## config.mk

```make
export PLATFORM = sky130hd
export DESIGN_NAME = tdcc_ctrl
export DESIGN_NICKNAME = d
export VERILOG_FILES = /design/src/tdcc_pkg.sv /design/src/tdcc_ctrl.sv
export SDC_FILE = /design/constraint.sdc
export NUM_CORES = 1
export LEC_CHECK = 0
export BUFFER_PORTS_ARGS = -buffer_cell sky130_fd_sc_hd__buf_2
export CORE_ASPECT_RATIO = 1.4
export CORE_MARGIN = 8
export CORE_UTILIZATION = 35
export CTS_CLUSTER_DIAMETER = 60
export DETAILED_ROUTE_END_ITERATION = 8
export MAX_ROUTING_LAYER = met4
export SKIP_CTS_REPAIR_TIMING = 1
export SYNTH_ARGS = -nofsm -noshare
export SYNTH_HDL_FRONTEND = slang
export SYNTH_SLANG_ARGS = --single-unit
```

## constraint.sdc

```tcl
create_clock -name clk -period 4.1 [get_ports clk]
set_input_delay 0.205 -clock clk [delete_from_list [all_inputs] [get_ports clk]]
set_output_delay 0.205 -clock clk [all_outputs]
set_load 0.01 [all_outputs]
```

## src/tdcc_pkg.sv

```systemverilog
// Package: shared types and constants of the TDC code-density calibrator.
`default_nettype none
package tdcc_pkg;

  localparam logic [1:0] CMD_ACCUM     = 2'd0;
  localparam logic [1:0] CMD_CONVERT   = 2'd1;
  localparam logic [1:0] CMD_RECOMPUTE = 2'd2;

  localparam logic [1:0] STS_OK    = 2'd0;
  localparam logic [1:0] STS_ZERO  = 2'd1;
  localparam logic [1:0] STS_RANGE = 2'd2;

  localparam logic [15:0] PERIOD_RESET   = 16'd2560;
  localparam logic [15:0] MIN_HITS_RESET = 16'd10;

  localparam logic REG_PERIOD   = 1'b0;
  localparam logic REG_MIN_HITS = 1'b1;

  typedef enum logic [4:0] {
    ST_CLEAR, ST_IDLE, ST_DECODE, ST_HIT_RD, ST_HIT_WR, ST_PREP, ST_SUM,
    ST_SUM_END, ST_TEST, ST_BIN_RD, ST_BIN_MUL, ST_BIN_ACC, ST_DIV_W,
    ST_DIV_S, ST_TBL, ST_NEXT, ST_CONV_RD, ST_CONV_MUL, ST_RESP
  } state_t;

  typedef struct packed {
    logic       load;
    logic       clr_wr;
    logic       hit_rd;
    logic       hit_wr;
    logic       sum_init;
    logic       sum_rd;
    logic       bin_init;
    logic       bin_rd;
    logic       bin_mul;
    logic       bin_acc;
    logic       div_start_s;
    logic       bin_wr;
    logic       tbl_wr;
    logic       conv_rd;
    logic       conv_mul;
    logic       emit;
    logic       rec;
    logic [1:0] tsel;
  } ctl_t;

  typedef struct packed {
    logic [1:0] cmd;
    logic       le;
    logic       te;
    logic       neg;
    logic       err;
    logic       raise;
    logic       sweep_last;
    logic       idx_last;
    logic       total_ok;
    logic       div_done;
  } sts_t;

endpackage
`default_nettype wire

```

## src/tdcc_ctrl.sv

```systemverilog
// Controller: sequences clear, hit, recompute and convert transactions.
`default_nettype none
module tdcc_ctrl (
  input  wire logic           clk,
  input  wire logic           rst_n,
  input  wire logic           start,
  output logic                busy,
  input  wire tdcc_pkg::sts_t sts,
  output tdcc_pkg::ctl_t      ctl
);

  tdcc_pkg::state_t state_r, state_nxt;
  logic [1:0]       tsel_r, tsel_nxt;
  logic             rec_r, rec_nxt;

  always_ff @(posedge clk) begin
    if (!rst_n) begin
      state_r <= tdcc_pkg::ST_CLEAR;
      tsel_r  <= '0;
      rec_r   <= 1'b0;
    end else begin
      state_r <= state_nxt;
      tsel_r  <= tsel_nxt;
      rec_r   <= rec_nxt;
    end
  end

  always_comb begin
    state_nxt = state_r;
    tsel_nxt  = tsel_r;
    rec_nxt   = rec_r;
    ctl       = '0;
    ctl.tsel  = tsel_r;
    ctl.rec   = rec_r;
    busy      = state_r != tdcc_pkg::ST_IDLE;
    case (state_r)
      tdcc_pkg::ST_CLEAR: begin
        ctl.clr_wr = 1'b1;
        if (sts.sweep_last) begin
          state_nxt = tdcc_pkg::ST_IDLE;
        end
      end
      tdcc_pkg::ST_IDLE: begin
        if (start) begin
          ctl.load  = 1'b1;
          rec_nxt   = 1'b0;
          state_nxt = tdcc_pkg::ST_DECODE;
        end
      end
      tdcc_pkg::ST_DECODE: begin
        state_nxt = tdcc_pkg::ST_RESP;
        if (sts.cmd == tdcc_pkg::CMD_RECOMPUTE) begin
          tsel_nxt  = 2'd0;
          state_nxt = tdcc_pkg::ST_PREP;
        end else if (sts.cmd == tdcc_pkg::CMD_ACCUM && !sts.err) begin
          if (sts.le) begin
            tsel_nxt  = {1'b0, sts.neg};
            state_nxt = tdcc_pkg::ST_HIT_RD;
          end else if (sts.te) begin
            tsel_nxt  = {1'b1, sts.neg};
            state_nxt = tdcc_pkg::ST_HIT_RD;
          end
        end else if (sts.cmd == tdcc_pkg::CMD_CONVERT && !sts.err
                     && (sts.le || sts.te)) begin
          tsel_nxt  = {sts.te, sts.neg};
          state_nxt = tdcc_pkg::ST_CONV_RD;
        end
      end
      tdcc_pkg::ST_HIT_RD: begin
        ctl.hit_rd = 1'b1;
        state_nxt  = tdcc_pkg::ST_HIT_WR;
      end
      tdcc_pkg::ST_HIT_WR: begin
        ctl.hit_wr = 1'b1;
        state_nxt  = sts.raise ? tdcc_pkg::ST_PREP : tdcc_pkg::ST_NEXT;
      end
      tdcc_pkg::ST_PREP: begin
        ctl.sum_init = 1'b1;
        state_nxt    = tdcc_pkg::ST_SUM;
      end
      tdcc_pkg::ST_SUM: begin
        ctl.sum_rd = 1'b1;
        if (sts.idx_last) begin
          state_nxt = tdcc_pkg::ST_SUM_END;
        end
      end
      tdcc_pkg::ST_SUM_END: begin
        state_nxt = tdcc_pkg::ST_TEST;
      end
      tdcc_pkg::ST_TEST: begin
        if (sts.total_ok) begin
          ctl.bin_init = 1'b1;
          rec_nxt      = 1'b1;
          state_nxt    = tdcc_pkg::ST_BIN_RD;
        end else begin
          state_nxt = tdcc_pkg::ST_NEXT;
        end
      end
      tdcc_pkg::ST_BIN_RD: begin
        ctl.bin_rd = 1'b1;
        state_nxt  = tdcc_pkg::ST_BIN_MUL;
      end
      tdcc_pkg::ST_BIN_MUL: begin
        ctl.bin_mul = 1'b1;
        state_nxt   = tdcc_pkg::ST_BIN_ACC;
      end
      tdcc_pkg::ST_BIN_ACC: begin
        ctl.bin_acc = 1'b1;
        state_nxt   = tdcc_pkg::ST_DIV_W;
      end
      tdcc_pkg::ST_DIV_W: begin
        if (sts.div_done) begin
          ctl.div_start_s = 1'b1;
          state_nxt       = tdcc_pkg::ST_DIV_S;
        end
      end
      tdcc_pkg::ST_DIV_S: begin
        if (sts.div_done) begin
          ctl.bin_wr = 1'b1;
          state_nxt  = sts.idx_last ? tdcc_pkg::ST_TBL : tdcc_pkg::ST_BIN_RD;
        end
      end
      tdcc_pkg::ST_TBL: begin
        ctl.tbl_wr = 1'b1;
        state_nxt  = tdcc_pkg::ST_NEXT;
      end
      tdcc_pkg::ST_NEXT: begin
        state_nxt = tdcc_pkg::ST_RESP;
        if (sts.cmd == tdcc_pkg::CMD_RECOMPUTE) begin
          if (tsel_r != 2'd3) begin
            tsel_nxt  = tsel_r + 2'd1;
            state_nxt = tdcc_pkg::ST_PREP;
          end
        end else if (!tsel_r[1] && sts.te) begin
          tsel_nxt  = {1'b1, sts.neg};
          state_nxt = tdcc_pkg::ST_HIT_RD;
        end
      end
      tdcc_pkg::ST_CONV_RD: begin
        ctl.conv_rd = 1'b1;
        state_nxt   = tdcc_pkg::ST_CONV_MUL;
      end
      tdcc_pkg::ST_CONV_MUL: begin
        ctl.conv_mul = 1'b1;
        state_nxt    = tdcc_pkg::ST_RESP;
      end
      tdcc_pkg::ST_RESP: begin
        ctl.emit  = 1'b1;
        state_nxt = tdcc_pkg::ST_IDLE;
      end
      default: begin
        state_nxt = tdcc_pkg::ST_IDLE;
      end
    endcase
  end

`ifndef ASSERT_OFF
  a_div_wait: assert property (@(posedge clk) disable iff (!rst_n)
    (state_r == tdcc_pkg::ST_DIV_W && !sts.div_done) |=> state_r == tdcc_pkg::ST_DIV_W)
    else $error("left divider wait early");
  a_emit_once: assert property (@(posedge clk) disable iff (!rst_n)
    ctl.emit |=> !ctl.emit)
    else $error("result emitted twice");
  a_tbl_after_bin: assert property (@(posedge clk) disable iff (!rst_n)
    ctl.tbl_wr |-> $past(ctl.bin_wr))
    else $error("table extremes stored without last bin");
`endif

endmodule
`default_nettype wire
```

==> results of run 1 <==
==> synth_stat cells (all sizes together), types with 2 or more instances <==
library cell	n	area, um2
or3b	4	37.54
o21bai	2	15.01
a311oi	4	41.29
a22oi	2	15.01
or3	2	12.51
a21o	2	15.01
inv	7	26.28
o21ai	4	20.02
or2	2	12.51
nor3	7	35.03
nand2	6	22.52
nand3b	4	42.54
buf	10	60.05
clkbuf	2	8.750
nor2	12	45.04
a221oi	3	26.28
a21oi	8	40.04
o31ai	4	30.03
o22ai	2	18.77
nand2b	8	50.05
a211oi	2	15.01
nor2b	4	25.02
o21a	2	15.01
dfxtp	8	160.2
and3	3	18.77
nor4	2	12.51
==> critical path, stage by stage (launching register included) <==
cell and delay [ps]:
dfxtp_1 750, or3b_1 490, nor4b_2 440, buf_2 220
==> cell families after synthesis <==
group | count (synthesis) | share of synthesized area
AND/OR/NAND/NOR | 61 | 0.3841
AO/OA/AOI/OAI | 43 | 0.3275
buffers and inverters | 19 | 0.09571
flip-flops | 8 | 0.1612
XOR/XNOR | 1 | 0.008818
multiplexers | 1 | 0.01008
adder cells (fa/ha/maj) | 1 | 0.01259
==> metrics by stage <==
stage | setup WS (ps) | hold slack [ps]
after floorplan | 2589 | 322.5
after global placement | 2030 | 483.6
after detailed placement | 2038 | 484.0
after CTS | 1799 | 254.2
after global routing | 1736 | 251.7
final | 1774 | 252.5
==> metal layers <==
metal / track usage / up-vias / part of all wire
met4: 0.03279 / 0 / 0.0060
li1: - / 552 / -
met3: 0.01454 / 4 / 0.043
met1: 0.1329 / 534 / 0.41
met5: - / - / 0
met2: 0.2090 / 30 / 0.54
==> sequential cells by signal, summed over array words and instances, names as in the netlist <==
name     flops
rec_r        1
state_r      5
tsel_r       2
==> final cells by class <==
class	instances	area, um2	area share
tap	37	46.29	0.03932
clock buffer	3	41.29	0.03507
inverter	7	26.28	0.02232
multi-input combinational	107	738.2	0.6270
timing repair buffer	33	165.2	0.1403
sequential	8	160.2	0.1360
==> power by group <==
| group | switching (uW) | internal (uW) | total, uW | leakage [uW] |
|---|---|---|---|---|
| sequential | 102 | 102 | 203 | 0.0000649 |
| clock | 28.9 | 63.4 | 92.3 | 0.0000216 |
| combinational | 204 | 179 | 383 | 0.000431 |
==> worst paths after layout <==
path / from / endpoint / slack [ps] / depth (start not counted)
worst max-delay path: state_r[3] / ctl[12] / 1770 / 3
worst min-delay path: rst_n / state_r[4] / 250 / 2
worst max register to register: state_r[1] / tsel_r[1] / 1990 / 4
worst min register to register: rec_r / rec_r / 590 / 2
==> impl_metrics.json, run 1 <==
{
  "core_area_um2": 2791,
  "antenna_left": 0,
  "yosysWarnings": 0,
  "cp_max_fo": 21,
  "cts.sinks": 8,
  "synthDistinctLibCells": 53,
  "start_util": 0.3559,
  "port_buffers": 33,
  "final_common_cell": "buf_2",
  "overflow": 0,
  "fin_cells": 195,
  "cts_root_buf": "clkbuf_8",
  "grt.total_usage": 0.1187,
  "synthesis.nets": 149,
  "drv_slew": 0,
  "fin_area_um2": 1177,
  "die_h_um": 79.04,
  "viasPerCell": 5.744,
  "yosysSeqAreaShare": 0.1612,
  "dpl_cell_area_um2": 1136,
  "die_w_um": 61.03,
  "row_count": 23,
  "io_pins": 34,
  "leakage_uw": 0.0005172,
  "maxCapViolCount": 0,
  "worst-slew-pin-transition_ps": 721.2,
  "startpoint_type": "register",
  "grt_pass1_wl_mm": 4.512,
  "timing.final.crit_share": 0.5674,
  "min_period_ps": 2326,
  "antenna_found_initial": 0,
  "syn_area_um2": 993.5,
  "numCtsBuffers": 3,
  "syn_avg_cell_area_um2": 7.414,
  "layout_common_cells": "buf_2 (33), nor2_1 (12), nand2b_1 (8), a21oi_1 (8), dfxtp_1 (8)",
  "routed_wl_mm": 3.023,
  "num_antenna_cells": 0,
  "ys_ff_latch": 8,
  "hold_violations": 0,
  "async_flop_share": 0,
  "worst-endpoint-arrival_ps": 2120,
  "clkLatencyLatePin_ps": 220,
  "via_count": 1120,
  "place_hpwl_mm": 2.374,
  "syn_inst": 134,
  "first_pass_iters": 4,
  "fill_cells": 300,
  "setup_violations": 0,
  "cts_tree": "yes",
  "cp-end-kind": "primary output",
  "die_area_um2": 4823,
  "grt_max_degree": 24,
  "ir_worst_vdd_mv": 0.2219,
  "htreeDepth": 1,
  "first_iter_violations": 24,
  "fin_nets": 175,
  "cts_buffer_depth": 2,
  "synth_flop_cell": "dfxtp_1",
  "synth_edf_count": 0,
  "power_density_nw_per_um2": 576.7,
  "grt_pass1_vias": 1025,
  "fmax_mhz": 429.8,
  "drc": 0,
  "total_power_uw": 679.0,
  "wire_per_inst_um": 15.50,
  "fin_util": 0.4218,
  "place_congestion": 0.8431,
  "critPathRequiredTime_ps": 3890,
  "layout-drive-gt1-share": 0.2911,
  "hp-class": "in -> reg",
  "fin_setup_tns_ps": 0,
  "place_inst": 192,
  "crit_type": "reg -> out",
  "clock_skew_ps": 1.190,
  "rsz0062_at_grt": "no",
  "slew_headroom": 0.5186,
  "area_growth_pct": 18.51,
  "status": "completed",
  "clkTransAtPathRegs_ps": 40
}
Power figures use the tool's default switching activity.
==> run 2, diff against run 1 <==
--- a/config.mk
+++ b/config.mk
@@ -5,6 +5,7 @@
 export SDC_FILE = /design/constraint.sdc
 export NUM_CORES = 1
 export LEC_CHECK = 0
+export ABC_AREA = 1
 export BUFFER_PORTS_ARGS = -buffer_cell sky130_fd_sc_hd__buf_2
 export CORE_ASPECT_RATIO = 1.4
 export CORE_MARGIN = 8
==> constraint.sdc (replaced) <==
create_clock -name clk -period 2.1 [get_ports clk]
set_input_delay 0.105 -clock clk [delete_from_list [all_inputs] [get_ports clk]]
set_output_delay 0.105 -clock clk [all_outputs]
set_load 0.01 [all_outputs]
==> impl_metrics.json, run 2 <==
{
  "status": "completed",
  "leakage_uw": 0.0007118,
  "startpoint_type": "register",
  "cts_root_buf": "clkbuf_8",
  "core_area_um2": 2820,
  "die_area_um2": 4931,
  "yosysSeqAreaShare": 0.1567,
  "grt_pass1_wl_mm": 5.209,
  "die_w_um": 61.68,
  "final_common_cell": "nor2_1",
  "pre_cts_ws_ps": 449.3,
  "critPathBufInv": 2,
  "timing.final.crit_share": 0.8070,
  "synth_flop_cell": "dfxtp_1",
  "first_pass_iters": 4,
  "critPathRequiredTime_ps": 2000,
  "area_growth_pct": 21.05,
  "largest_reg_flops": 5,
  "wire_per_inst_um": 12.40,
  "syn_inst": 172,
  "grt.total_usage": 0.1419,
  "netlist.area_leader.share": 0.1567,
  "synthTopCellsByCount": "nor2_1 (38), nand2_1 (36), inv_1 (20)",
  "fmax_mhz": 590.1,
  "place_congestion": 0.8830,
  "cts.sinks": 8,
  "r2r_start": "state_r[2]",
  "syn_avg_cell_area_um2": 5.943,
  "numCtsBuffers": 3,
  "cp-end-kind": "primary output",
  "crit_type": "reg -> out",
  "worstPathCellList": "inv_2 -> nor2_8 -> nand2_1 -> nor2_1 -> buf_2",
  "maxCapViolCount": 0,
  "row_count": 23,
  "antenna_left": 0,
  "io_pins": 34,
  "routed_wl_mm": 2.989,
  "fin_nets": 221,
  "layout-drive-gt1-share": 0.3137,
  "rsz0062_at_grt": "no",
  "setup_ws_ps": 405.3,
  "total_power_uw": 1123,
  "ir_worst_vdd_mv": 0.4129,
  "cts_buffer_depth": 2,
  "top_register": "state_r",
  "yosys.area.top_type": "dfxtp_1",
  "power_density_nw_per_um2": 907.6,
  "yosys.cell_count.top_type": "nor2_1",
  "fin_cells": 241,
  "ys_ff_latch": 8,
  "synthesis.nets": 187,
  "start_util": 0.3625,
  "num_antenna_cells": 0,
  "worst-r2r-setup-slack_ps": 430,
  "clkTransAtPathRegs_ps": 50,
  "antenna_found_initial": 0,
  "min_to": "tsel_r[1]",
  "r2r_end": "state_r[0]",
  "fin_util": 0.4388,
  "worst-endpoint-arrival_ps": 1590,
  "hold_start": "rst_n",
  "slew_headroom": 0.6370,
  "grt_pass1_vias": 1235,
  "min_period_ps": 1695,
  "hp-class": "in -> reg",
  "hold_violations": 0,
  "layout_common_cells": "nor2_1 (38), nand2_1 (36), buf_2 (33), inv_1 (20), nand3_1 (16)",
  "hold_depth": 3,
  "rr_worst_depth": 9,
  "fin_setup_tns_ps": 0,
  "via_count": 1165,
  "die_h_um": 79.95,
  "port_buffers": 33,
  "yosysWarnings": 0,
  "htreeDepth": 1,
  "cts_tree": "yes",
  "synth_edf_count": 0,
  "setup_violations": 0,
  "clock_skew_ps": 7.420,
  "drv_slew": 0,
  "async_flop_share": 0,
  "viasPerCell": 4.834,
  "drc": 0,
  "critPathSlowestCell": "dfxtp_1",
  "clkLatencyLatePin_ps": 240,
  "cp_max_fo": 8,
  "first_iter_violations": 28,
  "syn_area_um2": 1022,
  "reg.largest.list": "state_r x5, tsel_r x2, rec_r x1",
  "overflow": 0,
  "critical-path-top-delay-family": "flip-flops",
  "cpPeakStageDelay_ps": 660,
  "synthDistinctLibCells": 30,
  "worst-slew-pin-transition_ps": 543.8,
  "synthTopCellsByArea": "dfxtp_1 (16%), nor2_1 (14%), nand2_1 (13%)",
  "place_inst": 238,
  "grt_max_degree": 10,
  "place_hpwl_mm": 2.521
}
==> run 2: cell types whose count changed after synthesis, sizes merged, moves of 5 or more <==
cell / before / now
nor2: 12 / 46
nand2: 6 / 42
nor3: 7 / 2
nand3: 0 / 19
inv: 7 / 28
buf: 10 / 4
nand2b: 8 / 0
==> run 2: metrics by stage <==
| step | cell area (um2) | hold slack (ps) |
|---|---|---|
| after floorplan | 1022 | 225.4 |
| after global placement | 1196 | 368.8 |
| after detailed placement | 1196 | 371.2 |
| after CTS | 1237 | 127.4 |
| after global routing | 1237 | 139.6 |
| final | 1237 | 130.0 |
==> run 2: worst max-delay path by stage <==
stage	end	start	cells past startpoint	slack, ps
after global placement	tsel_r[1]	state_r[2]	7	470
after global routing	state_r[0]	state_r[2]	9	230
after floorplan	state_r[0]	state_r[2]	9	770
final	ctl[7]	state_r[2]	5	410
after CTS	ctl[12]	state_r[3]	5	390
after detailed placement	state_r[0]	state_r[2]	9	450
==> run 2: metal layers <==
| layer | track usage | vias up | part of all wire |
|---|---|---|---|
| li1 | - | 611 | - |
| met3 | 0.02258 | 9 | 0.035 |
| met1 | 0.1414 | 514 | 0.41 |
| met5 | - | - | 0 |
| met4 | 0.08009 | 0 | 0.037 |
| met2 | 0.2474 | 31 | 0.51 |
==> run 2: tightest hold or removal path, cell delays in order <==
cell and delay, ps:
buf_2 120, nand2_1 60, nor2_1 30
==> run 2: power by group <==
part,switching (uW),internal [uW],total [uW]
sequential,84.6,189,273
combinational,428,227,656
clock,69.1,125,194
==> run 2: cells by family (layout without fill, tap and decap cells) <==
family,count (synthesis),count (layout),synth area share
compound gates,17,17,0.1016
fa+ha+maj,1,1,0.01224
buf+inv,32,64,0.1444
flops,8,8,0.1567
simple gates,114,114,0.5851
==> run 2: final cells by class <==
cell class / count / area (um2)
timing repair buffer: 33 / 165.2
inverter: 28 / 110.1
sequential: 8 / 160.2
fill: 339 / 1583
tap: 37 / 46.29
clock buffer: 3 / 41.29
multi-input combinational: 132 / 714.4
